**src/hdl/alhd_pkg.sv**
```systemverilog
// Shared types and constants for the head-insert array list.
package alhd_pkg;

  localparam int CAPACITY   = 16;
  localparam int DUMP_LIMIT = 16;
  localparam int DUMP_N_MAX = (CAPACITY < DUMP_LIMIT) ? CAPACITY : DUMP_LIMIT;
  localparam int DATA_W     = 32;
  localparam int POS_W      = 5;
  localparam int CNT_W      = $clog2(CAPACITY + 1);
  localparam int PTR_W      = $clog2(CAPACITY);

  typedef enum logic [1:0] {
    OP_INSERT = 2'd0,
    OP_REMOVE = 2'd1,
    OP_DUMP   = 2'd2,
    OP_NONE   = 2'd3
  } opcode_t;

  typedef enum logic [1:0] {
    ST_OK        = 2'd0,
    ST_FULL      = 2'd1,
    ST_EMPTY     = 2'd2,
    ST_NOT_FOUND = 2'd3
  } status_t;

  typedef enum logic [2:0] {
    S_IDLE,
    S_RESP,
    S_RM_RD,
    S_RM_CMP,
    S_DUMP_RD,
    S_DUMP_EMIT
  } state_t;

  typedef struct packed {
    logic              we;
    logic [PTR_W-1:0]  waddr;
    logic [DATA_W-1:0] wdata;
    logic              re;
    logic [PTR_W-1:0]  raddr;
  } ram_req_t;

  typedef struct packed {
    logic [1:0]        status;
    logic [DATA_W-1:0] entry_value;
    logic [POS_W-1:0]  position;
    logic              last;
  } res_t;

  // Step a ring pointer forward, wrapping at capacity.
  function automatic logic [PTR_W-1:0] ptr_inc(input logic [PTR_W-1:0] p);
    ptr_inc = (p == PTR_W'(CAPACITY - 1)) ? '0 : p + 1'b1;
  endfunction

  // Step a ring pointer backward, wrapping at zero.
  function automatic logic [PTR_W-1:0] ptr_dec(input logic [PTR_W-1:0] p);
    ptr_dec = (p == '0) ? PTR_W'(CAPACITY - 1) : p - 1'b1;
  endfunction

endpackage

```
**src/hdl/alhd_ram.sv**
```systemverilog
// Entry storage: one write port, one read port, registered read data.
module alhd_ram (
  input  logic                     clk,
  input  alhd_pkg::ram_req_t       req,
  output logic [alhd_pkg::DATA_W-1:0] rdata
);
  import alhd_pkg::*;

  logic [DATA_W-1:0] mem [CAPACITY];

  always_ff @(posedge clk) begin
    if (req.we) begin
      mem[req.waddr] <= req.wdata;
    end
  end

  // Hold read data between reads.
  always_ff @(posedge clk) begin
    if (req.re) begin
      rdata <= mem[req.raddr];
    end
  end

endmodule

```
**src/hdl/alhd_ctrl.sv**
```systemverilog
// Command sequencer: ring pointers, count, compaction and dump sweeps.
module alhd_ctrl (
  input  logic                        clk,
  input  logic                        rst,
  input  logic                        cmd_valid,
  output logic                        cmd_ready,
  input  logic [1:0]                  cmd_opcode,
  input  logic [alhd_pkg::DATA_W-1:0] cmd_value,
  output alhd_pkg::ram_req_t          ram_req,
  input  logic [alhd_pkg::DATA_W-1:0] ram_rdata,
  output logic                        emit_valid,
  input  logic                        emit_ok,
  output alhd_pkg::res_t              emit_data
);
  import alhd_pkg::*;

  state_t            state, state_next;
  logic [CNT_W-1:0]  count;
  logic [PTR_W-1:0]  head;
  logic [CNT_W-1:0]  idx;
  logic [CNT_W-1:0]  kept;
  logic [PTR_W-1:0]  rd_ptr;
  logic [PTR_W-1:0]  wr_ptr;
  logic [DATA_W-1:0] value_r;
  status_t           status_r;

  logic              accept;
  opcode_t           op;
  logic              full;
  logic [CNT_W-1:0]  dump_n;
  logic              keep;
  logic [CNT_W-1:0]  kept_next;
  logic              sweep_end;
  logic              dump_last;

  assign op        = opcode_t'(cmd_opcode);
  assign accept    = cmd_valid && cmd_ready;
  assign full      = (count == CNT_W'(CAPACITY));
  assign dump_n    = (count > CNT_W'(DUMP_N_MAX)) ? CNT_W'(DUMP_N_MAX) : count;
  assign keep      = (ram_rdata != value_r);
  assign kept_next = kept + CNT_W'(keep);
  assign sweep_end = (idx + 1'b1 == count);
  assign dump_last = (idx + 1'b1 == dump_n);

  always_comb begin
    state_next = state;
    unique case (state)
      S_IDLE: begin
        if (accept) begin
          unique case (op)
            OP_INSERT: state_next = S_RESP;
            OP_REMOVE: state_next = (count == '0) ? S_RESP : S_RM_RD;
            OP_DUMP:   state_next = (count == '0) ? S_RESP : S_DUMP_RD;
            OP_NONE:   state_next = S_IDLE;
          endcase
        end
      end
      S_RESP:      if (emit_ok) state_next = S_IDLE;
      S_RM_RD:     state_next = S_RM_CMP;
      S_RM_CMP:    state_next = sweep_end ? S_RESP : S_RM_RD;
      S_DUMP_RD:   state_next = S_DUMP_EMIT;
      S_DUMP_EMIT: begin
        if (emit_ok) state_next = dump_last ? S_IDLE : S_DUMP_RD;
      end
      default:     state_next = S_IDLE;
    endcase
  end

  always_comb begin
    cmd_ready     = (state == S_IDLE) && !rst;
    ram_req       = '0;
    emit_valid    = 1'b0;
    emit_data     = '0;
    ram_req.wdata = cmd_value;
    unique case (state)
      S_IDLE: begin
        // Insert writes straight into the slot ahead of the head.
        ram_req.we    = accept && (op == OP_INSERT) && !full;
        ram_req.waddr = ptr_dec(head);
      end
      S_RESP: begin
        emit_valid       = 1'b1;
        emit_data.status = status_r;
        emit_data.last   = 1'b1;
      end
      S_RM_RD, S_DUMP_RD: begin
        ram_req.re    = 1'b1;
        ram_req.raddr = rd_ptr;
      end
      S_RM_CMP: begin
        ram_req.we    = keep;
        ram_req.waddr = wr_ptr;
        ram_req.wdata = ram_rdata;
      end
      S_DUMP_EMIT: begin
        emit_valid            = 1'b1;
        emit_data.status      = ST_OK;
        emit_data.entry_value = ram_rdata;
        emit_data.position    = POS_W'(idx + 1'b1);
        emit_data.last        = dump_last;
      end
      default: ;
    endcase
  end

  always_ff @(posedge clk) begin
    if (rst) begin
      state <= S_IDLE;
      count <= '0;
      head  <= '0;
    end else begin
      state <= state_next;
      unique case (state)
        S_IDLE: begin
          if (accept) begin
            value_r <= cmd_value;
            idx     <= '0;
            kept    <= '0;
            rd_ptr  <= head;
            wr_ptr  <= head;
            unique case (op)
              OP_INSERT: begin
                if (full) begin
                  status_r <= ST_FULL;
                end else begin
                  status_r <= ST_OK;
                  head     <= ptr_dec(head);
                  count    <= count + 1'b1;
                end
              end
              OP_REMOVE, OP_DUMP: status_r <= ST_EMPTY;
              OP_NONE:            status_r <= ST_OK;
            endcase
          end
        end
        S_RM_CMP: begin
          kept   <= kept_next;
          idx    <= idx + 1'b1;
          rd_ptr <= ptr_inc(rd_ptr);
          if (keep) wr_ptr <= ptr_inc(wr_ptr);
          if (sweep_end) begin
            if (kept_next == count) begin
              status_r <= ST_NOT_FOUND;
            end else begin
              status_r <= ST_OK;
              count    <= kept_next;
            end
          end
        end
        S_DUMP_EMIT: begin
          if (emit_ok) begin
            idx    <= idx + 1'b1;
            rd_ptr <= ptr_inc(rd_ptr);
          end
        end
        default: ;
      endcase
    end
  end

endmodule

```
**src/hdl/array_list_head_insert_delete_all_top.sv**
```systemverilog
// Head-insert list: an insert or error result goes through the response state and is then registered at the output.
// Remove sweeps the ring in memory, a read state then a compare state per stored entry, then responds.
// Dump emits one result per entry (memory read, then emit), waiting while the output register is full.
// Next command is taken once the last result of the current one is registered.
// Synchronous reset empties the list (count and head); storage is not cleared.
module array_list_head_insert_delete_all_top (
  input  logic        clk,
  input  logic        rst,
  input  logic        s_tvalid,
  output logic        s_tready,
  input  logic [31:0] s_tdata,   // value
  input  logic [1:0]  s_tuser,   // opcode
  output logic        m_tvalid,
  input  logic        m_tready,
  output logic [39:0] m_tdata,   // entry_value, position, zero pad
  output logic [1:0]  m_tuser,   // status
  output logic        m_tlast    // last
);
  import alhd_pkg::*;

  ram_req_t          ram_req;
  logic [DATA_W-1:0] ram_rdata;
  logic              emit_valid;
  logic              emit_ok;
  res_t              emit_data;
  res_t              out_r;
  logic              out_valid;

  alhd_ram u_ram (
    .clk   (clk),
    .req   (ram_req),
    .rdata (ram_rdata)
  );

  alhd_ctrl u_ctrl (
    .clk        (clk),
    .rst        (rst),
    .cmd_valid  (s_tvalid),
    .cmd_ready  (s_tready),
    .cmd_opcode (s_tuser),
    .cmd_value  (s_tdata),
    .ram_req    (ram_req),
    .ram_rdata  (ram_rdata),
    .emit_valid (emit_valid),
    .emit_ok    (emit_ok),
    .emit_data  (emit_data)
  );

  // Load a new result when the register is empty or being drained.
  assign emit_ok = !out_valid || m_tready;

  always_ff @(posedge clk) begin
    if (rst) begin
      out_valid <= 1'b0;
    end else if (emit_valid && emit_ok) begin
      out_valid <= 1'b1;
    end else if (m_tready) begin
      out_valid <= 1'b0;
    end
  end

  always_ff @(posedge clk) begin
    if (emit_valid && emit_ok) begin
      out_r <= emit_data;
    end
  end

  assign m_tvalid = out_valid;
  assign m_tdata  = {(40 - DATA_W - POS_W)'(0), out_r.position, out_r.entry_value};
  assign m_tuser  = out_r.status;
  assign m_tlast  = out_r.last;

endmodule
```
**config.mk**
```make
export PLATFORM = sky130hd
export DESIGN_NAME = array_list_head_insert_delete_all_top
export DESIGN_NICKNAME = d
export VERILOG_FILES = /design/src/hdl/alhd_pkg.sv /design/src/hdl/alhd_ram.sv /design/src/hdl/alhd_ctrl.sv /design/src/hdl/array_list_head_insert_delete_all_top.sv
export SDC_FILE = /design/constraint.sdc
export NUM_CORES = 1
export LEC_CHECK = 0
export BUFFER_PORTS_ARGS = -buffer_cell sky130_fd_sc_hd__buf_2
export CORE_ASPECT_RATIO = 1.5
export CORE_MARGIN = 3
export CORE_UTILIZATION = 58
export CTS_BUF_LIST = sky130_fd_sc_hd__clkbuf_4 sky130_fd_sc_hd__clkbuf_8
export DETAILED_ROUTE_END_ITERATION = 7
export GPL_TIMING_DRIVEN = 0
export PLACE_DENSITY = 0.77
export SLEW_MARGIN = 0
export SYNTH_ARGS = -nofsm -noshare
export SYNTH_HDL_FRONTEND = slang
export SYNTH_SLANG_ARGS = --single-unit
```
**constraint.sdc**
```tcl
create_clock -name clk -period 7.45 [get_ports clk]
set_input_delay 0.3725 -clock clk [delete_from_list [all_inputs] [get_ports clk]]
set_output_delay 0.3725 -clock clk [all_outputs]
set_load 0.01 [all_outputs]
```
== After elaboration in Yosys (flattened, before gate mapping) ==
Memory sizes are Yosys's and may differ from the RTL's. A register that Yosys moved wholly into a read port is not among the register bits.
Index checks and enable logic that the tools add are counted.

* Bitwise operators: 2
* Reductions and logical operators: 27
* $lt $le $gt $ge: 1
* Equality and inequality tests: 23
* Add/sub/neg operators: 6
* Mux-type cells: 43

{| class="wikitable"
|+ Operators by type and width
! kind !! number
|-
| $mux 5 || 9
|-
| $mux 32 || 1
|-
| $ne 32x32->1 || 1
|-
| $pmux 5 s2 || 3
|-
| $mux 4 || 6
|-
| $pmux 3 s6 || 1
|-
| $reduce_and 4->1 || 4
|-
| $eq 5x5->1 || 3
|-
| $mux 3 || 5
|-
| $pmux 5 s3 || 1
|-
| $pmux 3 s4 || 1
|-
| $pmux 4 s3 || 1
|-
| $add 5x1->5 const B || 2
|-
| $mux 2 || 5
|-
| $ne 2x2->1 const B || 5
|-
| $reduce_and 3->1 || 3
|-
| $add 4x1->4 const B || 2
|-
| $eq 4x4->1 const B || 2
|-
| $pmux 4 s2 || 1
|-
| $eq 3x2->1 const B || 2
|-
| $eq 3x3->1 const B || 2
|-
| $mux 1 || 6
|-
| $ne 2x1->1 const B || 3
|-
| $pmux 2 s3 || 1
|-
| 21 further kinds || 32
|}

* Register bits: 105
* Memory bits (writable): 512
* Output and inout bits: 45
* Logic and storage cells: 117
* Memories: 1

{| class="wikitable"
|+ Memories
! name !! words !! bits a word !! read ports !! clocked after Yosys merged registers in !! wr ports !! RTL line !! RTL
|-
| u_ram.mem || 16 || 32 || 1 || 1 || 1 || alhd_ram.sv:9 || <nowiki>logic [DATA_W-1:0] mem [CAPACITY];</nowiki>
|}

== Depth between registers and ports, before layout ==
Gate-level depths: netlist (run 1).

* Word-level depth: 8
* Depth in mapped cells: 11
* Mapped depth without buffers: 11

== Hierarchy ==
A second synthesis (run 1) with hierarchy kept.

* Cell total of the unflattened synthesis: 1362
* Area total of the unflattened synthesis: 25687.1 µm²

{| class="wikitable"
|+ By module, submodules not included
! module !! area an instance (µm²) !! sequential area each (µm²) !! cells each !! times used
|-
| alhd_ram || 20155.6 || 16335.7 || 838 || 1
|-
| alhd_ctrl || 4249.1 || 1801.7 || 475 || 1
|-
| array_list_head_insert_delete_all_top || 1282.5 || 1221.2 || 49 || 1
|}

== Least setup slack after synthesis (run 1) ==
OpenSTA, ideal clock, no wires.

* Kind: reg-to-reg
* Start point: reg u_ctrl.state[1]
* End point: mem u_ram.mem[11][0], enable pin
* Slack: -0.532 ns
* Setup time: 0.595 ns
* Cell stages (with the launch flop): 5
* Clock period less this slack: 7.982 ns
* Arrival: 7.387 ns
* Path through: dfxtp_1 > or4b_2 > nor2_2 > nand3_1 > a2111oi_0

* Longest elaborated chain between the ends: 8
* Elaborated cells between the ends (all ways): 9

{| class="wikitable"
|+ Ends and longest elaborated chain
! element !! RTL line !! RTL
|-
| from (decl) || alhd_ctrl.sv:17 || <nowiki>state_t state, state_next;</nowiki>
|-
| from (signal assigned) || alhd_ctrl.sv:112 || <nowiki>state <= state_next;</nowiki>
|-
| $logic_not 3->1 || alhd_ctrl.sv:70, alhd_ctrl.sv:75 ||
|-
| $logic_and 1x1->1 || alhd_ctrl.sv:70 || <nowiki>cmd_ready = (state == S_IDLE) && !rst;</nowiki>
|-
| $logic_and 1x1->1 || alhd_ctrl.sv:37 || <nowiki>assign accept = cmd_valid && cmd_ready;</nowiki>
|-
| $logic_and 1x1->1 (2 in a row) || alhd_ctrl.sv:78 || <nowiki>ram_req.we = accept && (op == OP_INSERT) && !full;</nowiki>
|-
| $pmux 5 s2 * || alhd_ctrl.sv:75 || <nowiki>unique case (state)</nowiki>
|-
| $mux 1 || alhd_ram.sv:12 || <nowiki>if (req.we) begin</nowiki>
|-
| $mux 1 (implied by the code) || alhd_ram.sv:13 || <nowiki>mem[req.waddr] <= req.wdata;</nowiki>
|-
| to (decl) || alhd_ram.sv:9 ||
|}

Every way passes the cells marked *; elsewhere a longest branch is shown, timed or not.

== Worst setup path in the final report (run 1) ==
* Start point: reg u_ram.rdata[7] (netlist name) (read register of u_ram.mem)
* End point: mem u_ram.mem[1][14], enable pin

* Longest elaborated chain between the ends: 4

{| class="wikitable"
|+ Ends and longest elaborated chain
! element !! RTL line !! RTL
|-
| from (decl) || alhd_ram.sv:5 || <nowiki>output logic [alhd_pkg::DATA_W-1:0] rdata</nowiki>
|-
| $ne 32x32->1 || alhd_ctrl.sv:40 || <nowiki>assign keep = (ram_rdata != value_r);</nowiki>
|-
| $pmux 5 s2 || alhd_ctrl.sv:75 ||
|-
| $mux 1 || alhd_ram.sv:12 ||
|-
| $mux 1 (implied by the code) || alhd_ram.sv:13 ||
|}

No other way between the ends.

==> results of run 1 <==
[path summary, 6_finish.rpt]
| path | startpoint | depth (start not counted) | slack [ns] | endpoint |
|---|---|---|---|---|
| min reg2reg | m_tvalid | 2 | 0.54 | m_tvalid |
| min | m_tready | 3 | 0.03 | m_tvalid |
| max | u_ram.rdata[7] | 8 | 2.70 | u_ram.mem[1][14] |
| max reg2reg | u_ram.rdata[7] | 8 | 2.70 | u_ram.mem[1][14] |
[synth_stat cells (32+ instances only)]
cell type / count / share of area (%)
a211oi_1: 39 / 1.1
nor3_1: 39 / 0.73
nand3b_1: 34 / 0.96
or2_2: 33 / 0.78
mux2i_1: 66 / 2.5
clkbuf_1: 67 / 0.94
and3_1: 36 / 0.85
nand2_1: 113 / 1.6
o22a_1: 32 / 1.1
a31oi_1: 37 / 0.87
o22ai_1: 32 / 0.75
xor2_1: 39 / 1.3
edfxtp_1: 636 / 72
nor2_1: 61 / 0.86
mux4_2: 64 / 5.4
[per-layer routing]
layer  up-vias  track usage (%)  wire, um
li1       6856                -         -
met1      8236             34.2     24100
met2      1145             49.6     35800
met3       244             5.90      6620
met4         0             15.7      3960
met5         -                0         0
[power groups by stage]
stage                     Combinational, mW  Clock [mW]  Sequential, mW
final                                 0.294        2.85            4.05
after global routing                  0.310        3.02            4.06
after CTS                             0.288        2.86            4.05
after detailed placement              0.272           0            4.13
after global placement                0.243           0            4.13
after floorplan                       0.151           0            4.13
[per-stage QoR]
step	total power [mW]	cells	setup WS (ns)	TNS, ns
after floorplan	4.28	1601	-0.532	-34.03
after global placement	4.38	2262	-7.83	-821.44
after detailed placement	4.40	2301	2.96	0
after CTS	7.20	2501	2.87	0
after global routing	7.39	2502	2.61	0
final	7.20	2503	2.70	0
[logic make-up (layout without fill, tap and decap cells)]
group | Yosys count | count (layout) | synth area share, %
muxes | 131 | 131 | 7.93
xor gates and xnor gates | 55 | 55 | 1.89
DFF | 649 | 649 | 72.7
buffers and inverters | 126 | 444 | 2.22
and+or+nand+nor | 379 | 379 | 7.29
adders and majority gates | 13 | 13 | 0.611
other | 1 | 5 | 0.0141
AOI/OAI and AO/OA | 245 | 245 | 7.37
[cell type report]
cell class                 instances  share of cell area [%]
clock buffer                     118                    4.81
clock inverter                    50                    1.22
buffer                           110                    1.72
sequential                       649                    62.7
multi-input combinational        826                    22.3
antenna                            2                  0.0162
tap                              582                    2.36
inverter                          16                   0.194
timing repair buffer             150                    4.75
[registers in the layout, summed over array words and instances, names as in the netlist, 3 cells and up]
signal,flops
u_ram.mem,512
m_tdata,37
u_ctrl.value_r,32
u_ram.rdata,32
u_ctrl.count,5
u_ctrl.idx,5
u_ctrl.kept,5
u_ctrl.head,4
u_ctrl.rd_ptr,4
u_ctrl.wr_ptr,4
u_ctrl.state,3
[worst reg2reg max path, stage by stage, from the launching register on]
cell and delay (ns):
edfxtp_1 0.45, xor2_1 0.19, nor4_1 0.88, nand4_1 0.27, o21ai_1 0.85, clkbuf_1 1.01
a21oi_4 0.39, buf_16 0.28, buf_16 0.17
==> metrics.csv, run 1 <==
stage,metric,value,unit
power,share of total power in the clock network,39.6,%
finish,fill count,2840,
power,P_leak,10.4,nW
critical_path,CP bufs+invs,3,
timing,Final Cycle Share,63.8,%
timing,RSZ-0062 raised after global routing,false,
power,sequential fraction of design power,56.3,%
power,Peak supply drop,156,uV
clock_tree,hold buffer count at CTS,32,
clock_tree,CTS Sinks,649,
clock_tree,CTS Root Cell,clkbuf_8,
critical_path,Critical Setup Path Class,flip-flop to flip-flop,
timing,Worst Skew,0.0514,ns
floorplan,I/O pin total,83,
route,WL/cell,28.2,um
power,sw frac,21.9,%
grt,first-pass GRT wire length,103000,um
route,DR iter-0 viols,2101,
finish,Final nets,1898,
grt,pin count of the biggest net entering global routing,32,
clock_tree,Worst-Skew Late Latency,0.69,ns
yosys,Mapped Area,26600,um^2
placement,gpl congestion,0.886,
route,DRC,0,
critical_path,Worst setup EP type,flip-flop,
job,Max-Cap Viols,0,
floorplan,die area,48600,um^2
route,vias,16500,
power,fraction of power consumed by combinational cells,4.1,%
placement,PortBufs,79,
grt,All-Layer GR Usage,28.7,%
yosys,"Seq/Total Area, Yosys",72.7,%
route,WL final,70500,um
clock_tree,Post-CTS Setup Inserts,0,
grt,initial antenna violation count,1,
timing,"Hold Violations, Final",0,
placement,DPL Wire Length,47300,um
yosys,Post-synth EDFFs,636,
critical_path,WP data arrival,5.16,ns
outcome,status,completed,
timing,Hold WS,0.0312,ns
power,Sw Pwr,1.57,mW
floorplan,die width,181,um
critical_path,critical-path cell list,"xor2_1, nor4_1, nand4_1, o21ai_1, clkbuf_1, a21oi_4, buf_16, buf_16",
floorplan,Placeable Area,45000,um^2
yosys,YS warnings,0,
clock_tree,H-tree levels,3,
route,Detail Route Antenna Nets,0,
critical_path,Max Fanout on Critical Path,12,
route,vias per cell,6.58,
yosys,post-synthesis register bit count,649,
critical_path,CP max stage delay,1.01,ns
finish,Layout Cell Area excl Fill,30900,um^2
grt,grt total ovfl,0,
finish,"commonest cells after routing, fill and taps aside","edfxtp_1 (636), nand2_1 (113), buf_2 (109)",
timing,fmax,210,MHz
critical_path,crit-path most repeated cell,buf_16,
power,Power Internal,5.62,mW
finish,area occupied by multi-input gates,6880,um^2
yosys,Mapped Avg Cell Area,16.7,um^2
finish,Area Growth Syn to Fin,16.0,%
clock_tree,Longest Clk Path Bufs,3,
clock_tree,clock buffers created by TritonCTS,94,
floorplan,Initial Util,59.1,%
critical_path,CP startpoint kind,flip-flop,
placement,dpl cell area,28700,um^2
critical_path,critical path data required time,7.86,ns
finish,utilization after layout,68.6,%
finish,"most common cell after layout, fill and taps aside",edfxtp_1,
yosys,synth unique cells,63,
timing,Slew HR,9.00,%
timing,number of setup violations in the final report,0,
floorplan,chip height,268,um
timing,post-layout minimum cycle time,4.75,ns
route,DR pass1 iterations,6,
clock_tree,cts repair resizes,0,
timing,Worst-Margin Slew,1.35,ns
power,Pwr per Cell Area,233,nW/um^2
critical_path,CP top delay family,buffers and inverters,
floorplan,num rows,95,
grt,vias in the first global route,16700,
yosys,Most used DFF post-synth,edfxtp_1,
worst_hold_path,Min-Delay Path Class,input pin to flip-flop,
timing,Final Max Slew Viols,0,
yosys,async set-or-reset flop fraction in the synthesized netlist,0,%
yosys,Synth Instances,1599,
finish,flip-flop and latch area,19400,um^2
critical_path,CP max-delay cell,clkbuf_1,
finish,layout cells sized above 1,23.9,%
clock_tree,CTS tree,done,
clock_tree,clock-pin slew on the worst setup and hold paths,0.07,ns
No activity file was read; power rests on OpenSTA's default activity.
==> inputs of run 2 (changes only) <==
--- a/config.mk
+++ b/config.mk
@@ -5,14 +5,15 @@
 export SDC_FILE = /design/constraint.sdc
 export NUM_CORES = 1
 export LEC_CHECK = 0
+export ABC_AREA = 1
 export BUFFER_PORTS_ARGS = -buffer_cell sky130_fd_sc_hd__buf_2
 export CORE_ASPECT_RATIO = 1.5
 export CORE_MARGIN = 3
-export CORE_UTILIZATION = 58
+export CORE_UTILIZATION = 64
 export CTS_BUF_LIST = sky130_fd_sc_hd__clkbuf_4 sky130_fd_sc_hd__clkbuf_8
 export DETAILED_ROUTE_END_ITERATION = 7
 export GPL_TIMING_DRIVEN = 0
-export PLACE_DENSITY = 0.77
+export PLACE_DENSITY = 0.81
 export SLEW_MARGIN = 0
 export SYNTH_ARGS = -nofsm -noshare
 export SYNTH_HDL_FRONTEND = slang
==> constraint.sdc (replaced) <==
create_clock -name clk -period 4.88 [get_ports clk]
set_input_delay 0.244 -clock clk [delete_from_list [all_inputs] [get_ports clk]]
set_output_delay 0.244 -clock clk [all_outputs]
set_load 0.01 [all_outputs]
==> run 2 against run 1 <==
- clock power is 54% higher
- largest cell class unchanged
- sequential share of layout area grew 0.35 points
- utilization up 6.2 points
- count of clock-buffer cells in the layout is 3 higher
- clock skew fell by 0.015 ns
- worst setup slack lost 1.3 ns
- synthesized cell count rose by 28%
- largest power group unchanged
- global-route usage increased by 4.6 points
- critical endpoint is now u_ctrl.status_r[0]
- final area fell by 0.56%
- critical path depth up 8
- register-to-register slack lost 1.3 ns
- area after synthesis hardly changed
==> metrics.csv, run 2 <==
stage,metric,value,unit,change
outcome,status,completed,,
timing,"Hold Violations, Final",0,,unchanged
grt,grt total ovfl,0,,unchanged
grt,initial antenna violation count,1,,unchanged
power,Pwr per Cell Area,374,nW/um^2,+61%
yosys,"Seq/Total Area, Yosys",72.6,%,about the same
finish,largest reg by FF count,u_ram.mem,,
timing,Final Max Slew Viols,0,,unchanged
timing,Worst-Margin Slew,1.32,ns,-0.0328 ns
worst_hold_path,Min-Delay Path Class,input pin to flip-flop,,
finish,"most common cell after layout, fill and taps aside",edfxtp_1,,
power,Peak supply drop,235,uV,+50%
power,overall power,11.5,mW,+60%
timing,fmax,283,MHz,+35%
yosys,Most used DFF post-synth,edfxtp_1,,
route,WL final,73600,um,+4.5%
yosys,Mapped Area,26700,um^2,about the same
route,M1 wire length,23400,um,-2.8%
route,vias per cell,6.40,,-2.8%
critical_path,Critical Setup Path Class,flip-flop to flip-flop,,
route,highest routed layer,met4,,
floorplan,Placeable Area,41100,um^2,-8.8%
job,Max-Cap Viols,0,,unchanged
timing,RSZ-0062 raised after global routing,false,,
route,WL/cell,25.1,um,-11%
floorplan,I/O pin total,83,,unchanged
critical_path,Worst setup EP type,flip-flop,,
yosys,post-synthesis register bit count,649,,unchanged
route,WL met2,37600,um,+5.0%
timing,post-layout minimum cycle time,3.53,ns,-1.22 ns
route,DR iter-0 viols,2426,,+15%
clock_tree,clock-pin slew on the worst setup and hold paths,0.07,ns,about the same
route,vias,18700,,+14%
route,Detail Route Antenna Nets,0,,unchanged
critical_path,critical path data required time,5.40,ns,-2.46 ns
grt,vias in the first global route,19400,,+16%
grt,All-Layer GR Usage,33.3,%,+4.6 points
finish,layout cells sized above 1,16.0,%,-7.8 points
timing,Worst Skew,0.0369,ns,-0.0146 ns
finish,"commonest cells after routing, fill and taps aside","edfxtp_1 (636), nand2_1 (299), inv_1 (223)",,
yosys,synth unique cells,35,,-44%
clock_tree,CTS Root Cell,clkbuf_8,,
floorplan,chip height,256,um,-4.7%
floorplan,die width,173,um,-4.6%
clock_tree,Worst-Skew Late Latency,0.69,ns,about the same
yosys,top cell type's share of synthesized area,71.6,%,about the same
grt,first-pass GRT wire length,111000,um,+7.8%
yosys,cell taking the most area after synthesis,edfxtp_1,,
placement,DPL Wire Length,49300,um,+4.1%
placement,gpl congestion,0.917,,+3.5%
placement,PortBufs,78,,-1.3%
clock_tree,CTS Sinks,649,,unchanged
power,P_leak,11.2,nW,+7.9%
yosys,async set-or-reset flop fraction in the synthesized netlist,0,%,unchanged
yosys,Synth Instances,2044,,+28%
clock_tree,clock buffers created by TritonCTS,93,,-1.1%
grt,pin count of the biggest net entering global routing,38,,+19%
yosys,Synth area leaders,"edfxtp_1 (72%), nand2_1 (4.2%), o221ai_1 (4.2%)",,
route,DRC,0,,unchanged
critical_path,Register-to-Register Setup Slack,1.35,ns,-1.35 ns
yosys,Post-synth top cells,"edfxtp_1 (636), nand2_1 (299), inv_1 (223), nand3_1 (165), o211ai_1 (130)",,
placement,Place WS,1.43,ns,-1.53 ns
clock_tree,Post-CTS Setup Inserts,0,,unchanged
critical_path,CP startpoint kind,flip-flop,,
finish,Final nets,2345,,+24%
clock_tree,H-tree levels,3,,unchanged
yosys,Post-synth EDFFs,636,,unchanged
clock_tree,CTS tree,done,,
clock_tree,Longest Clk Path Bufs,3,,unchanged
floorplan,Initial Util,64.9,%,+5.7 points
timing,Hold WS,0.146,ns,+0.115 ns
yosys,YS warnings,0,,unchanged
timing,Setup WS post-layout,1.35,ns,-1.35 ns
floorplan,num rows,91,,-4.2%
floorplan,die area,44200,um^2,-9.0%
route,met3 wire length,7490,um,+13%
critical_path,Max Fanout on Critical Path,3,,-9
finish,max reg flops,512,,unchanged
timing,Final Cycle Share,72.4,%,+8.6 points
timing,Slew HR,11.4,%,+2.4 points
route,DR pass1 iterations,7,,+1
finish,Area Growth Syn to Fin,15.2,%,
yosys,Mapped Avg Cell Area,13.0,um^2,-22%
critical_path,WP data arrival,4.05,ns,-1.11 ns
yosys,cell with the most instances after synthesis,edfxtp_1,,
timing,number of setup violations in the final report,0,,unchanged
run 2: changes by cell type after synthesis, moves of 58 or more:
cell,delta
inv_1,+207
mux2i_1,-66
mux4_2,-64
nand2_1,+186
nand3_1,+150
o211ai_1,+126
o21ai_1,+58
o221ai_1,+128
run 2: where the power goes:
group	switching (mW)	total [mW]	internal, mW
sequential	0.0483	6.28	6.23
combinational	0.573	0.830	0.257
clock	2.08	4.38	2.30
total	2.70	11.5	8.79
run 2: cell type report:
| cell class | count | area (um^2) |
|---|---|---|
| antenna | 1 | 2.50 |
| buffer | 124 | 599 |
| clock buffer | 121 | 1510 |
| clock inverter | 50 | 372 |
| fill | 2362 | 10400 |
| inverter | 226 | 848 |
| multi-input combinational | 1047 | 5990 |
| sequential | 649 | 19400 |
| tap | 558 | 698 |
| timing repair buffer | 153 | 1350 |
run 2: final timing paths:
kind | depth (start not counted) | startpoint | endpoint
setup / recovery | 16 | u_ram.rdata[7] | u_ctrl.status_r[0]
hold / removal | 5 | s_tuser[1] | u_ctrl.status_r[1]
setup reg to reg | 16 | u_ram.rdata[7] | u_ctrl.status_r[0]
hold reg to reg | 2 | u_ctrl.head[1] | u_ctrl.head[1]
run 2: repair_timing:
action,CTS,global route
resized for setup,0,0
endpoints found under the hold margin,41,0
hold buffers,35,0
run 2: critical path, cell delays in order, from the launching register on:
cell and delay [ns]:
edfxtp_1 0.41, xnor2_1 0.23, nand3_1 0.19, nor2_1 0.17, nand2_1 0.19, nor2_1 0.30, nand2_1 0.25, ha_1 0.27
ha_1 0.31, inv_1 0.08, nand2_1 0.06, nand3_1 0.07, nor2_1 0.09, nand3_1 0.08, nor2_1 0.46, inv_1 0.12
o21ai_0 0.12
run 2: cells by family after synthesis:
logic type                 after synthesis  share of synthesized area [%]
AOI/OAI and AO/OA                      397                           10.5
xor gates and xnor gates                34                           1.12
adders and majority gates               13                          0.610
buffers and inverters                  350                           5.43
DFF                                    649                           72.6
other                                    1                         0.0141
and+or+nand+nor                        600                           9.69
run 2: metal layers:
layer | vias to the layer above | global-route usage, %
li1 | 8013 | -
met1 | 8925 | 37.1
met2 | 1455 | 57.4
met3 | 356 | 7.29
met4 | 0 | 22.3
met5 | - | 0
run 2: per-stage QoR:
stage	utilization (%)	TNS, ns	area [um^2]	instances
2_1_floorplan	-	0	26700	2046
3_3_place_gp	67.5	-772.45	27800	2682
3_5_place_dp	69.3	0	28500	2720
4_1_cts	74.7	0	30700	2926
5_1_grt	74.7	0	30700	2929
6_report	74.7	0	30700	2929
